$ cat src/rtl/csl_pkg.sv
// shared types, codes and constants of the c subset lexer
`default_nettype none

package csl_pkg;

    // default configuration
    localparam int MAX_IDENT_LETTERS = 12;
    localparam int NUMBER_WIDTH      = 32;

    // fixed field widths
    localparam int KIND_W    = 3;
    localparam int SYM_W     = 4;
    localparam int NUM_OUT_W = 32;
    localparam int LETTER_W  = 5;
    localparam int IDENT_LANES = 12;
    localparam int LETTERS_W = LETTER_W * IDENT_LANES;
    localparam int ILEN_W    = 4;
    localparam int CAUSE_W   = 2;

    // result queue
    localparam int QDEPTH = 4;
    localparam int QPTR_W = $clog2(QDEPTH);
    localparam int QCNT_W = $clog2(QDEPTH + 1);

    typedef logic [KIND_W-1:0]    t_kind;
    typedef logic [SYM_W-1:0]     t_sym;
    typedef logic [NUM_OUT_W-1:0] t_number;
    typedef logic [LETTERS_W-1:0] t_letters;
    typedef logic [ILEN_W-1:0]    t_ilen;
    typedef logic [CAUSE_W-1:0]   t_cause;

    // token kinds
    localparam t_kind KIND_NUMBER = 3'd0;
    localparam t_kind KIND_IDENT  = 3'd1;
    localparam t_kind KIND_SYMBOL = 3'd2;
    localparam t_kind KIND_END    = 3'd3;
    localparam t_kind KIND_ERROR  = 3'd4;

    // symbol codes
    localparam t_sym SYM_LE     = 4'd0;
    localparam t_sym SYM_GE     = 4'd1;
    localparam t_sym SYM_EQEQ   = 4'd2;
    localparam t_sym SYM_NE     = 4'd3;
    localparam t_sym SYM_PLUS   = 4'd4;
    localparam t_sym SYM_MINUS  = 4'd5;
    localparam t_sym SYM_STAR   = 4'd6;
    localparam t_sym SYM_SLASH  = 4'd7;
    localparam t_sym SYM_LPAREN = 4'd8;
    localparam t_sym SYM_RPAREN = 4'd9;
    localparam t_sym SYM_LT     = 4'd10;
    localparam t_sym SYM_GT     = 4'd11;
    localparam t_sym SYM_ASSIGN = 4'd12;
    localparam t_sym SYM_SEMI   = 4'd13;

    // error causes
    localparam t_cause CAUSE_NONE     = 2'd0;
    localparam t_cause CAUSE_BAD_CHAR = 2'd1;
    localparam t_cause CAUSE_LONE_NOT = 2'd2;
    localparam t_cause CAUSE_TOO_LONG = 2'd3;

    // held first character of a two-character symbol
    localparam logic [1:0] PSYM_LT   = 2'd0;
    localparam logic [1:0] PSYM_GT   = 2'd1;
    localparam logic [1:0] PSYM_EQ   = 2'd2;
    localparam logic [1:0] PSYM_BANG = 2'd3;

    // characters
    localparam logic [7:0] CH_TAB    = 8'h09;
    localparam logic [7:0] CH_CR     = 8'h0D;
    localparam logic [7:0] CH_SPACE  = 8'h20;
    localparam logic [7:0] CH_0      = 8'h30;
    localparam logic [7:0] CH_9      = 8'h39;
    localparam logic [7:0] CH_A      = 8'h61;
    localparam logic [7:0] CH_Z      = 8'h7A;
    localparam logic [7:0] CH_LT     = 8'h3C;
    localparam logic [7:0] CH_GT     = 8'h3E;
    localparam logic [7:0] CH_EQ     = 8'h3D;
    localparam logic [7:0] CH_BANG   = 8'h21;
    localparam logic [7:0] CH_PLUS   = 8'h2B;
    localparam logic [7:0] CH_MINUS  = 8'h2D;
    localparam logic [7:0] CH_STAR   = 8'h2A;
    localparam logic [7:0] CH_SLASH  = 8'h2F;
    localparam logic [7:0] CH_LPAREN = 8'h28;
    localparam logic [7:0] CH_RPAREN = 8'h29;
    localparam logic [7:0] CH_SEMI   = 8'h3B;

endpackage

`default_nettype wire

$ cat src/rtl/csl_if.sv
// character and token channel interfaces of the c subset lexer
`default_nettype none

interface csl_char_if;
    logic       valid;
    logic       ready;
    logic [7:0] char_code;
    logic       end_of_input;

    modport source (output valid, output char_code, output end_of_input, input ready);
    modport sink   (input valid, input char_code, input end_of_input, output ready);
endinterface

interface csl_tok_if;
    logic               valid;
    logic               ready;
    csl_pkg::t_kind     token_kind;
    csl_pkg::t_sym      symbol_code;
    csl_pkg::t_number   number_value;
    logic               number_saturated;
    csl_pkg::t_letters  ident_letters;
    csl_pkg::t_ilen     ident_length;
    csl_pkg::t_cause    error_cause;
    logic               last_of_run;

    modport source (
        output valid, output token_kind, output symbol_code, output number_value,
        output number_saturated, output ident_letters, output ident_length,
        output error_cause, output last_of_run, input ready
    );
    modport sink (
        input valid, input token_kind, input symbol_code, input number_value,
        input number_saturated, input ident_letters, input ident_length,
        input error_cause, input last_of_run, output ready
    );
endinterface

`default_nettype wire

$ cat src/rtl/c_subset_lexer.sv
// c subset lexer top level: character-serial tokenizer with a result queue
//
//  channel  dir  payload                                      request
//  i_char   in   char_code, end_of_input                      one character or end marker
//  o_tok    out  kind, symbol, number, ident, cause, last     one token
//
// one character is taken per cycle while i_char.ready is high; its tokens (zero,
// one or two) enter a four-entry result queue in the same cycle and leave one per
// cycle. a character that makes two tokens grows the queue, so the sustained rate
// is one request per cycle as long as at most one token a cycle comes out.
// i_char.ready is high while the queue has room for two tokens.
// synchronous active-low reset empties the queue and returns the lexer to idle.
// output stalls fill the queue and drop ready; no token is lost.
`default_nettype none

module c_subset_lexer #(
    parameter int MAX_IDENT_LETTERS = csl_pkg::MAX_IDENT_LETTERS,
    parameter int NUMBER_WIDTH      = csl_pkg::NUMBER_WIDTH
) (
    input  wire           i_clk,
    input  wire           i_rst_n,
    csl_char_if.sink      i_char,
    csl_tok_if.source     o_tok
);

    localparam int PW = NUMBER_WIDTH + 4;

    typedef enum logic [4:0] {
        MODE_IDLE   = 5'b00001,
        MODE_NUMBER = 5'b00010,
        MODE_IDENT  = 5'b00100,
        MODE_SYMBOL = 5'b01000,
        MODE_ERROR  = 5'b10000
    } t_mode;

    typedef struct packed {
        csl_pkg::t_kind    kind;
        csl_pkg::t_sym     symbol;
        csl_pkg::t_number  number;
        logic              saturated;
        csl_pkg::t_letters letters;
        csl_pkg::t_ilen    length;
        csl_pkg::t_cause   cause;
        logic              last;
    } t_token;

    // lexer state
    t_mode                     r_mode, n_mode;
    logic [NUMBER_WIDTH-1:0]   r_acc, n_acc;
    logic                      r_ovf, n_ovf;
    csl_pkg::t_letters         r_ibuf, n_ibuf;
    csl_pkg::t_ilen            r_icnt, n_icnt;
    logic [1:0]                r_psym, n_psym;

    // result queue
    t_token                    r_q [csl_pkg::QDEPTH];
    logic [csl_pkg::QPTR_W-1:0] r_wp, r_rp;
    logic [csl_pkg::QCNT_W-1:0] r_cnt;

    logic       w_accept;
    logic       w_pop;
    logic [7:0] w_c;
    logic       w_eoi;

    // character classes
    logic       w_space, w_digit, w_lower;
    logic [3:0] w_dig;
    logic [csl_pkg::LETTER_W-1:0] w_letter;

    // pending token
    t_token     w_pend;
    logic       w_pend_v, w_pend_err;

    // tokens of this step
    logic       w_emit_a, w_emit_b;
    t_token     w_tok_b;
    t_token     w_t0, w_t1;
    logic [1:0] w_n;

    logic [PW-1:0] w_prod;

    assign w_accept = i_char.valid && i_char.ready;
    assign w_pop    = o_tok.valid && o_tok.ready;
    assign w_c      = i_char.char_code;
    assign w_eoi    = i_char.end_of_input;

    assign i_char.ready = (r_cnt <= csl_pkg::QCNT_W'(csl_pkg::QDEPTH - 2));

    // classify the incoming character
    assign w_space  = (w_c == csl_pkg::CH_SPACE) ||
                      (w_c >= csl_pkg::CH_TAB && w_c <= csl_pkg::CH_CR);
    assign w_digit  = (w_c >= csl_pkg::CH_0) && (w_c <= csl_pkg::CH_9);
    assign w_lower  = (w_c >= csl_pkg::CH_A) && (w_c <= csl_pkg::CH_Z);
    assign w_dig    = 4'(w_c - csl_pkg::CH_0);
    assign w_letter = csl_pkg::LETTER_W'(w_c - csl_pkg::CH_A);

    // acc * 10 + digit, with head room to spot overflow
    assign w_prod = (PW'(r_acc) << 3) + (PW'(r_acc) << 1) + PW'(w_dig);

    // token that a break in the current run would flush
    always_comb begin
        w_pend     = '0;
        w_pend_v   = 1'b0;
        w_pend_err = 1'b0;
        case (r_mode)
            MODE_NUMBER: begin
                w_pend_v         = 1'b1;
                w_pend.kind      = csl_pkg::KIND_NUMBER;
                w_pend.number    = csl_pkg::t_number'(r_acc);
                w_pend.saturated = r_ovf;
            end
            MODE_IDENT: begin
                w_pend_v       = 1'b1;
                w_pend.kind    = csl_pkg::KIND_IDENT;
                w_pend.letters = r_ibuf;
                w_pend.length  = r_icnt;
            end
            MODE_SYMBOL: begin
                w_pend_v = 1'b1;
                if (r_psym == csl_pkg::PSYM_BANG) begin
                    w_pend_err   = 1'b1;
                    w_pend.kind  = csl_pkg::KIND_ERROR;
                    w_pend.cause = csl_pkg::CAUSE_LONE_NOT;
                end else begin
                    w_pend.kind   = csl_pkg::KIND_SYMBOL;
                    w_pend.symbol = csl_pkg::SYM_LT + {2'b00, r_psym};
                end
            end
            default: ;
        endcase
    end

    // one lexer step
    always_comb begin
        n_mode   = r_mode;
        n_acc    = r_acc;
        n_ovf    = r_ovf;
        n_ibuf   = r_ibuf;
        n_icnt   = r_icnt;
        n_psym   = r_psym;
        w_emit_a = 1'b0;
        w_emit_b = 1'b0;
        w_tok_b  = '0;
        if (w_accept) begin
            if (w_eoi) begin
                w_emit_a     = w_pend_v;
                w_emit_b     = 1'b1;
                w_tok_b.kind = csl_pkg::KIND_END;
                n_mode       = MODE_IDLE;
            end else if (r_mode == MODE_ERROR) begin
                n_mode = MODE_ERROR;
            end else if (r_mode == MODE_NUMBER && w_digit) begin
                if (r_ovf || (w_prod[PW-1:NUMBER_WIDTH] != '0)) begin
                    n_acc = '1;
                    n_ovf = 1'b1;
                end else begin
                    n_acc = w_prod[NUMBER_WIDTH-1:0];
                end
            end else if (r_mode == MODE_IDENT && w_lower) begin
                if (r_icnt >= csl_pkg::ILEN_W'(MAX_IDENT_LETTERS)) begin
                    w_emit_b      = 1'b1;
                    w_tok_b.kind  = csl_pkg::KIND_ERROR;
                    w_tok_b.cause = csl_pkg::CAUSE_TOO_LONG;
                    n_mode        = MODE_ERROR;
                end else begin
                    for (int i = 0; i < csl_pkg::IDENT_LANES; i++) begin
                        if (r_icnt == csl_pkg::ILEN_W'(i)) begin
                            n_ibuf[i*csl_pkg::LETTER_W +: csl_pkg::LETTER_W] = w_letter;
                        end
                    end
                    n_icnt = r_icnt + csl_pkg::ILEN_W'(1);
                end
            end else if (r_mode == MODE_SYMBOL && w_c == csl_pkg::CH_EQ) begin
                w_emit_b       = 1'b1;
                w_tok_b.kind   = csl_pkg::KIND_SYMBOL;
                w_tok_b.symbol = {2'b00, r_psym};
                n_mode         = MODE_IDLE;
            end else begin
                // flush the run, then start afresh on this character (a lone ! enters error mode instead)
                w_emit_a = w_pend_v;
                if (w_pend_err) begin
                    n_mode = MODE_ERROR;
                end else begin
                    n_mode = MODE_IDLE;
                    if (w_space) begin
                        n_mode = MODE_IDLE;
                    end else if (w_digit) begin
                        n_mode = MODE_NUMBER;
                        n_acc  = NUMBER_WIDTH'(w_dig);
                        n_ovf  = 1'b0;
                    end else if (w_lower) begin
                        n_mode = MODE_IDENT;
                        n_ibuf = csl_pkg::LETTERS_W'(w_letter);
                        n_icnt = csl_pkg::ILEN_W'(1);
                    end else begin
                        w_tok_b.kind = csl_pkg::KIND_SYMBOL;
                        case (w_c)
                            csl_pkg::CH_LT: begin
                                n_mode = MODE_SYMBOL;
                                n_psym = csl_pkg::PSYM_LT;
                            end
                            csl_pkg::CH_GT: begin
                                n_mode = MODE_SYMBOL;
                                n_psym = csl_pkg::PSYM_GT;
                            end
                            csl_pkg::CH_EQ: begin
                                n_mode = MODE_SYMBOL;
                                n_psym = csl_pkg::PSYM_EQ;
                            end
                            csl_pkg::CH_BANG: begin
                                n_mode = MODE_SYMBOL;
                                n_psym = csl_pkg::PSYM_BANG;
                            end
                            csl_pkg::CH_PLUS: begin
                                w_emit_b       = 1'b1;
                                w_tok_b.symbol = csl_pkg::SYM_PLUS;
                            end
                            csl_pkg::CH_MINUS: begin
                                w_emit_b       = 1'b1;
                                w_tok_b.symbol = csl_pkg::SYM_MINUS;
                            end
                            csl_pkg::CH_STAR: begin
                                w_emit_b       = 1'b1;
                                w_tok_b.symbol = csl_pkg::SYM_STAR;
                            end
                            csl_pkg::CH_SLASH: begin
                                w_emit_b       = 1'b1;
                                w_tok_b.symbol = csl_pkg::SYM_SLASH;
                            end
                            csl_pkg::CH_LPAREN: begin
                                w_emit_b       = 1'b1;
                                w_tok_b.symbol = csl_pkg::SYM_LPAREN;
                            end
                            csl_pkg::CH_RPAREN: begin
                                w_emit_b       = 1'b1;
                                w_tok_b.symbol = csl_pkg::SYM_RPAREN;
                            end
                            csl_pkg::CH_SEMI: begin
                                w_emit_b       = 1'b1;
                                w_tok_b.symbol = csl_pkg::SYM_SEMI;
                            end
                            default: begin
                                w_emit_b      = 1'b1;
                                w_tok_b.kind  = csl_pkg::KIND_ERROR;
                                w_tok_b.cause = csl_pkg::CAUSE_BAD_CHAR;
                                n_mode        = MODE_ERROR;
                            end
                        endcase
                    end
                end
            end
        end
    end

    // pack the step's tokens and mark the last one
    always_comb begin
        w_n  = {1'b0, w_emit_a} + {1'b0, w_emit_b};
        w_t0 = w_emit_a ? w_pend : w_tok_b;
        w_t1 = w_tok_b;
        w_t0.last = (w_n == 2'd1);
        w_t1.last = 1'b1;
    end

    // lexer state registers
    always_ff @(posedge i_clk) begin
        if (!i_rst_n) begin
            r_mode <= MODE_IDLE;
            r_acc  <= '0;
            r_ovf  <= 1'b0;
            r_ibuf <= '0;
            r_icnt <= '0;
            r_psym <= '0;
        end else begin
            r_mode <= n_mode;
            r_acc  <= n_acc;
            r_ovf  <= n_ovf;
            r_ibuf <= n_ibuf;
            r_icnt <= n_icnt;
            r_psym <= n_psym;
        end
    end

    // result queue control
    always_ff @(posedge i_clk) begin
        if (!i_rst_n) begin
            r_wp  <= '0;
            r_rp  <= '0;
            r_cnt <= '0;
        end else begin
            r_wp  <= r_wp + csl_pkg::QPTR_W'(w_n);
            r_rp  <= r_rp + csl_pkg::QPTR_W'(w_pop);
            r_cnt <= r_cnt + csl_pkg::QCNT_W'(w_n) - csl_pkg::QCNT_W'(w_pop);
        end
    end

    // result queue storage
    always_ff @(posedge i_clk) begin
        if (w_n != 2'd0) begin
            r_q[r_wp] <= w_t0;
        end
        if (w_n == 2'd2) begin
            r_q[r_wp + csl_pkg::QPTR_W'(1)] <= w_t1;
        end
    end

    // head of the queue drives the token channel
    assign o_tok.valid            = (r_cnt != '0);
    assign o_tok.token_kind       = r_q[r_rp].kind;
    assign o_tok.symbol_code      = r_q[r_rp].symbol;
    assign o_tok.number_value     = r_q[r_rp].number;
    assign o_tok.number_saturated = r_q[r_rp].saturated;
    assign o_tok.ident_letters    = r_q[r_rp].letters;
    assign o_tok.ident_length     = r_q[r_rp].length;
    assign o_tok.error_cause      = r_q[r_rp].cause;
    assign o_tok.last_of_run      = r_q[r_rp].last;

`ifndef SYNTHESIS
    // queue never overfills
    a_queue_bound: assert property (@(posedge i_clk) disable iff (!i_rst_n)
        r_cnt <= csl_pkg::QCNT_W'(csl_pkg::QDEPTH))
        else $error("result queue overflow");

    // end marker always returns the lexer to idle
    a_end_idle: assert property (@(posedge i_clk) disable iff (!i_rst_n)
        w_accept && w_eoi |=> r_mode == MODE_IDLE)
        else $error("lexer not idle after end marker");

    // characters in error mode make no tokens
    a_error_silent: assert property (@(posedge i_clk) disable iff (!i_rst_n)
        w_accept && !w_eoi && r_mode == MODE_ERROR |-> w_n == 2'd0)
        else $error("token made in error mode");

    // identifier length stays within the limit
    a_ident_bound: assert property (@(posedge i_clk) disable iff (!i_rst_n)
        r_mode == MODE_IDENT |-> r_icnt <= csl_pkg::ILEN_W'(MAX_IDENT_LETTERS))
        else $error("identifier count beyond limit");
`endif

endmodule

`default_nettype wire
$ cat src/flat_wrapper.sv
// flat-port wrapper written by rule: the top's interface ports become plain ports
module c_subset_lexer_flat 
#(
    parameter int MAX_IDENT_LETTERS = csl_pkg::MAX_IDENT_LETTERS,
    parameter int NUMBER_WIDTH      = csl_pkg::NUMBER_WIDTH
)
  (i_clk, i_rst_n, i_char_valid, i_char_char_code, i_char_end_of_input, i_char_ready, o_tok_valid, o_tok_token_kind, o_tok_symbol_code, o_tok_number_value, o_tok_number_saturated, o_tok_ident_letters, o_tok_ident_length, o_tok_error_cause, o_tok_last_of_run, o_tok_ready);
  csl_char_if i_char_i ();
  csl_tok_if o_tok_i ();
  input  wire i_clk;
  input  wire i_rst_n;
  input wire logic [$bits(i_char_i.valid)-1:0] i_char_valid;
  input wire logic [$bits(i_char_i.char_code)-1:0] i_char_char_code;
  input wire logic [$bits(i_char_i.end_of_input)-1:0] i_char_end_of_input;
  output wire logic [$bits(i_char_i.ready)-1:0] i_char_ready;
  output wire logic [$bits(o_tok_i.valid)-1:0] o_tok_valid;
  output wire logic [$bits(o_tok_i.token_kind)-1:0] o_tok_token_kind;
  output wire logic [$bits(o_tok_i.symbol_code)-1:0] o_tok_symbol_code;
  output wire logic [$bits(o_tok_i.number_value)-1:0] o_tok_number_value;
  output wire logic [$bits(o_tok_i.number_saturated)-1:0] o_tok_number_saturated;
  output wire logic [$bits(o_tok_i.ident_letters)-1:0] o_tok_ident_letters;
  output wire logic [$bits(o_tok_i.ident_length)-1:0] o_tok_ident_length;
  output wire logic [$bits(o_tok_i.error_cause)-1:0] o_tok_error_cause;
  output wire logic [$bits(o_tok_i.last_of_run)-1:0] o_tok_last_of_run;
  input wire logic [$bits(o_tok_i.ready)-1:0] o_tok_ready;
  assign i_char_i.valid = i_char_valid;
  assign i_char_i.char_code = i_char_char_code;
  assign i_char_i.end_of_input = i_char_end_of_input;
  assign i_char_ready = i_char_i.ready;
  assign o_tok_valid = o_tok_i.valid;
  assign o_tok_token_kind = o_tok_i.token_kind;
  assign o_tok_symbol_code = o_tok_i.symbol_code;
  assign o_tok_number_value = o_tok_i.number_value;
  assign o_tok_number_saturated = o_tok_i.number_saturated;
  assign o_tok_ident_letters = o_tok_i.ident_letters;
  assign o_tok_ident_length = o_tok_i.ident_length;
  assign o_tok_error_cause = o_tok_i.error_cause;
  assign o_tok_last_of_run = o_tok_i.last_of_run;
  assign o_tok_i.ready = o_tok_ready;
  c_subset_lexer #(.MAX_IDENT_LETTERS(MAX_IDENT_LETTERS), .NUMBER_WIDTH(NUMBER_WIDTH)) u_core (.i_clk(i_clk), .i_rst_n(i_rst_n), .i_char(i_char_i), .o_tok(o_tok_i));
endmodule
$ cat config.mk
export PLATFORM = sky130hd
export DESIGN_NAME = c_subset_lexer_flat
export DESIGN_NICKNAME = d
export VERILOG_FILES = /design/src/rtl/csl_pkg.sv /design/src/rtl/csl_if.sv /design/src/rtl/c_subset_lexer.sv /design/src/flat_wrapper.sv
export SDC_FILE = /design/constraint.sdc
export NUM_CORES = 1
export LEC_CHECK = 0
export ABC_AREA = 1
export BUFFER_PORTS_ARGS = -buffer_cell sky130_fd_sc_hd__buf_2
export CAP_MARGIN = 10
export CORE_MARGIN = 2
export CORE_UTILIZATION = 45
export DETAILED_ROUTE_END_ITERATION = 6
export GPL_TIMING_DRIVEN = 0
export PLACE_DENSITY = 0.68
export SYNTH_ARGS = -nofsm -noshare
export SYNTH_HDL_FRONTEND = slang
export SYNTH_SLANG_ARGS = --single-unit
$ cat constraint.sdc
create_clock -name i_clk -period 4.8 [get_ports i_clk]
set_clock_uncertainty 0.05 [all_clocks]
set_input_delay 0.72 -clock i_clk [delete_from_list [all_inputs] [get_ports i_clk]]
set_output_delay 0.72 -clock i_clk [all_outputs]
set_load 0.05 [all_outputs]
# After elaboration in Yosys (flattened, before gate mapping)
# Memory sizes are Yosys's and may differ from the RTL's. A register that Yosys moved wholly into a read port is not among the register bits.
# Cells that the tools add are included.
totals:
  mem_bits_ro: 0
  register_bits: 111
  n_memories: 1
  elab_cells: 256
  in_bits: 13
  ramBits: 428
  latchBits: 0
  out_inout_bits: 109
op_classes:
  n_bitwise: 9
  shift: 0
  eq_ne: 54
  multipliers: 0
  muxes: 114
  n_reduce_logical: 38
  div: 0
  n_lt_le_gt_ge: 8
  addsub: 12
mem_list:
  columns: ["name", "words", "width", "read_ports", "rd_clocked_by_memory_dff", "write_ports", "line", "rtl"]
  rows:
  - ["u_core.r_q", 4, 107, 1, 1, 2, "c_subset_lexer.sv:56", "t_token r_q [csl_pkg::QDEPTH];"]
ops:
  columns: ["op", "n"]
  rows:
  - ["60-bit two-way mux", 7]
  - ["32-bit two-way mux", 7]
  - ["11-bit AND reduction", 13]
  - ["5-bit two-way mux", 22]
  - ["107-bit two-way mux", 1]
  - ["8-bit by 6-bit == test with 1-bit output (second input constant)", 12]
  - ["64-bit two-way mux", 1]
  - ["7-bit two-way mux", 8]
  - ["4-bit two-way mux", 11]
  - ["2-bit != test (second input constant)", 19]
  - ["35-bit by 33-bit adder with 36-bit output", 1]
  - ["36-bit by 4-bit adder with 36-bit output", 1]
  - ["1-bit two-way mux", 33]
  - ["33-bit two-way mux", 1]
  - ["2-bit two-way mux", 14]
  - ["4-bit one-hot mux with 7 select lines", 1]
  - ["4-bit by 3-bit == test with 1-bit output (second input constant)", 4]
  - ["4-bit == test (second input constant)", 4]
  - ["3-bit two-way mux", 5]
  - ["11-bit OR reduction", 1]
  - ["5-bit one-hot mux with 2 select lines", 1]
  - ["10-bit AND reduction", 1]
  - ["1-bit inverter", 9]
  - ["9-bit AND reduction", 1]
  - ["42 further kinds", 57]

# Longest topological paths before layout
logic_depth:
  depth_word: 17
  mapped_depth: 25
  ltp_nobuf: 23

# Worst setup path after synthesis
# No wires, ideal clock.
synth_path:
  kind: "reg2reg"
  start: "register u_core.r_cnt[1] in the netlist's numbering"
  end: "memory u_core.r_q[3][90] in the netlist's numbering"
  required_time_ps: 4620
  stages_incl_launch_ff: 19
  period_less_slack_ps: 4173
  n_path_buf: 3
  setup_ps: 130
  arrival_ps: 3993
  setup_slack_ps: 627
  cell_sequence: "dfxtp_1 > a21oi_1 > nand2_1 > nor2_1 > nand2_1 > o21ai_4 > nand2_4 > inv_4 > buf_4 > ha_1 > inv_1 > nor3_1 > inv_1 > nand2_1 > inv_2 > clkbuf_1 > clkbuf_1 > nand2_1 > o21ai_0"
synth_rtl:
  columns: ["element", "line", "rtl"]
  rows:
  - ["from (decl)", "c_subset_lexer.sv:58", "logic [csl_pkg::QCNT_W-1:0] r_cnt;"]
  - ["from (signal assigned)", "c_subset_lexer.sv:292", "r_cnt <= r_cnt + csl_pkg::QCNT_W'(w_n) - csl_pkg::QCNT_W'(w_pop);"]
  - ["to (decl)", "c_subset_lexer.sv:56", null]

==> metrics <==
run status=finished, final reports clean; grt ovf=0; Hold Violations, Final=0; Worst slew margin=0.229; Final HPWL DP=roughly 54000 microns; Core Rows=85; CTS Buf Count=56; predominant post-synthesis flop cell=dfxtp_1; synth warn=0; number of global-route vias before repair=21473; crit path DAT=3910 ps; LEAKAGE=0.0119 uW; DIE WIDTH=approximately 240 microns; Hold Crit Start=i_char_char_code[0]; Clk pin slew, worst setup/hold paths=60 ps; pre-CTS WS=-1430 ps; Starting Density=0.456; Avg Cell Area, Syn=7.92 sq um; first-pass GRT wire length=121000 microns; Yosys reg bits=539; Worst Max-Slew Pin Slew=1160 ps; unrepaired setup endpoints after global routing=true; Layout fillers=slightly above 5000; Sw Pwr=5830 uW; most common cell after layout, fill and taps aside=nand2_1; # IOs=roughly 120; CTS Sinks=539; Setup WS post-layout=116 ps; antenna violations before repair=2; combinational power share=0.348; largest net degree at the start of global routing=17; vias per cell=about 5.7; CP Capture Type=output port; CP required=approximately 4000 ps; R2R cell count=18; internal power=8060 uW; sequential share of power=0.338; synthesized instance count=3101; Post-synth EDFFs=36; Die Ht=238 microns; WHS Endpoint=u_core.r_ibuf[0]; Worst-Skew Late Latency=640 ps; Reg-to-Reg End=u_core.r_q[1][72]; Sw Ratio=0.420; Total GRT Usage=0.272; Final Cycle Share=0.976; Final nets=3376; DR WL/cell=just under 20 microns; GPL Wtd Cong=about 0.96; PD cells=496 nW/um^2; Hold Crit Depth=2; drc violations=0; launch point of the worst reg-to-reg path=u_core.r_cnt[1]; die area=56500 sq um; Distinct cells, synth=44; post-route cell area=~28000 sq um; async set or reset register ratio after synthesis=0; layout cells sized above 1=0.104; Area Overhead vs Synth=13.9%; Initial DRT Pass Iterations=7; minimum clock period after layout=4680 ps; clock share of power=0.315; worst ir drop on vdd=546 uV; r2r setup slk=160 ps; CP Launch Type=flop; mapped cell area=24600 sq um; port bufs=120; Core ar.=53900 sq um; H-tree levels=2; MaxCap Viol Count=0; Crit Path Class=reg2out; Final Setup Violations=0; via count=~23000; maximum fanout along the worst path=10; clock tree root buffer cell=clkbuf_16; most frequent cells in the layout=510 x nand2_1, 503 x dfxtp_1, 446 x o21ai_0; worst hold path type=in2reg; DRT iter0 DRCs=between 2000 and 2500; FMAX=213 MHz; sequential share of the synthesized area=0.454; TritonCTS clock tree=yes; ANT nets after route=0; Routed WL=78100 microns; syn_nets=3196; placed cell areas=26000 sq um; count of pins over their slew limit=0; clk buf depth=3
worst max-delay path: stages, from the launching register on:
cell and delay [ps]:
dfxtp_1 310, clkbuf_1 300, inv_1 380, clkdlybuf4s15_1 940, clkbuf_1 450, o21ai_0 150
o22ai_1 380, buf_2 350
synthesized netlist by cell type, types with 8 or more instances:
master | number | area [sq um]
o21ai_1 | 15 | 75.1
nor3_1 | 29 | 145
clkbuf_1 | 172 | 646
ha_1 | 79 | 988
xnor2_1 | 10 | 87.6
xor2_1 | 21 | 184
inv_1 | 216 | 811
o21ai_0 | 446 | 2230
nor2_2 | 46 | 288
o22ai_1 | 107 | 669
nand2_1 | 514 | 1930
a22o_1 | 256 | 2240
a21oi_1 | 149 | 746
inv_2 | 9 | 33.8
edfxtp_1 | 36 | 1080
nand3_1 | 92 | 460
dfxtp_1 | 503 | 10100
nor2_4 | 10 | 113
buf_2 | 12 | 60.1
nand4_1 | 8 | 50.1
nor2_1 | 323 | 1210
how the worst max path moves through the flow:
stage / slack (ps) / cells past startpoint / startpoint / endpoint
floorplan: 630 / 18 / u_core.r_cnt[1] / u_core.r_q[3][90]
global placement: -1360 / 23 / i_char_char_code[1] / u_core.r_q[3][79]
detailed placement: -1430 / 23 / i_char_char_code[1] / u_core.r_q[3][86]
CTS: 0.9 / 7 / u_core.r_rp[1] / o_tok_number_value[16]
global route: -50 / 26 / i_char_char_code[0] / u_core.r_q[1][72]
finish: 120 / 7 / u_core.r_rp[0] / o_tok_number_saturated
state kept, by name (all words and copies together), names as in the netlist:
signal and flops:
u_core.r_q 428, u_core.r_ibuf 60, u_core.r_acc 32, u_core.r_mode 5
u_core.r_icnt 4, u_core.r_cnt 3, u_core.r_psym 2, u_core.r_rp 2
u_core.r_wp 2, u_core.r_ovf 1
what timing repair did:
action / 4_1_cts / 5_1_grt
hold buffers: 0 / 0
cloned: 0 / 0
setup buffers: 0 / 3
gates resized for setup: 18 / 23
pin swaps: 0 / 2
endpoints found under the setup margin: 254 / 137
stage by stage:
stage               hold WS [ps]  total power [uW]  setup TNS, ps  utilization  cells
floorplan                    373              8010              0            -   3101
global placement             382              9540        -314810        0.483   3917
detailed placement           390              9550        -321730        0.483   3917
CTS                          253             13900              0        0.518   4021
global route                 288             14400           -625        0.519   4024
finish                       285             13900              0        0.519   4024
cell families (layout without fill, tap and decap cells):
kind of cell | Yosys count | count (layout) | share of synthesized area
other | 0 | 1 | 0
adder cells (fa/ha/maj) | 82 | 82 | 0.0427
AO/OA/AOI/OAI | 989 | 989 | 0.248
AND/OR/NAND/NOR | 1039 | 1039 | 0.177
flip-flops | 539 | 539 | 0.454
XOR/XNOR | 31 | 31 | 0.0111
buffers and inverters | 421 | 647 | 0.0675
power by group through the flow:
stage / logic (uW) / registers, uW / clock network [uW]
after floorplan: 3240 / 4770 / 0
after detailed placement: 4760 / 4780 / 0
final: 4830 / 4690 / 4370
after global routing: 5110 / 4700 / 4600
after global placement: 4760 / 4780 / 0
after CTS: 4790 / 4690 / 4420
metal layers:
metal	track usage	vias to the layer above	wire length, microns
li1	-	10989	-
met1	0.378	10772	35000
met2	0.428	872	35200
met3	0.0398	156	5470
met4	0.0989	2	2420
met5	0	-	8
cell type report:
class,instances,area (sq um),area share
sequential,539,11200,0.398
clock inverter,23,231,0.00827
clock buffer,81,1640,0.0585
antenna,1,2.50,0.0000894
tap,696,871,0.0311
inverter,227,855,0.0305
multi-input combinational,2141,11800,0.422
buffer,193,826,0.0295
timing repair buffer,123,623,0.0223
Note: power is estimated with default switching activity, not from simulation.
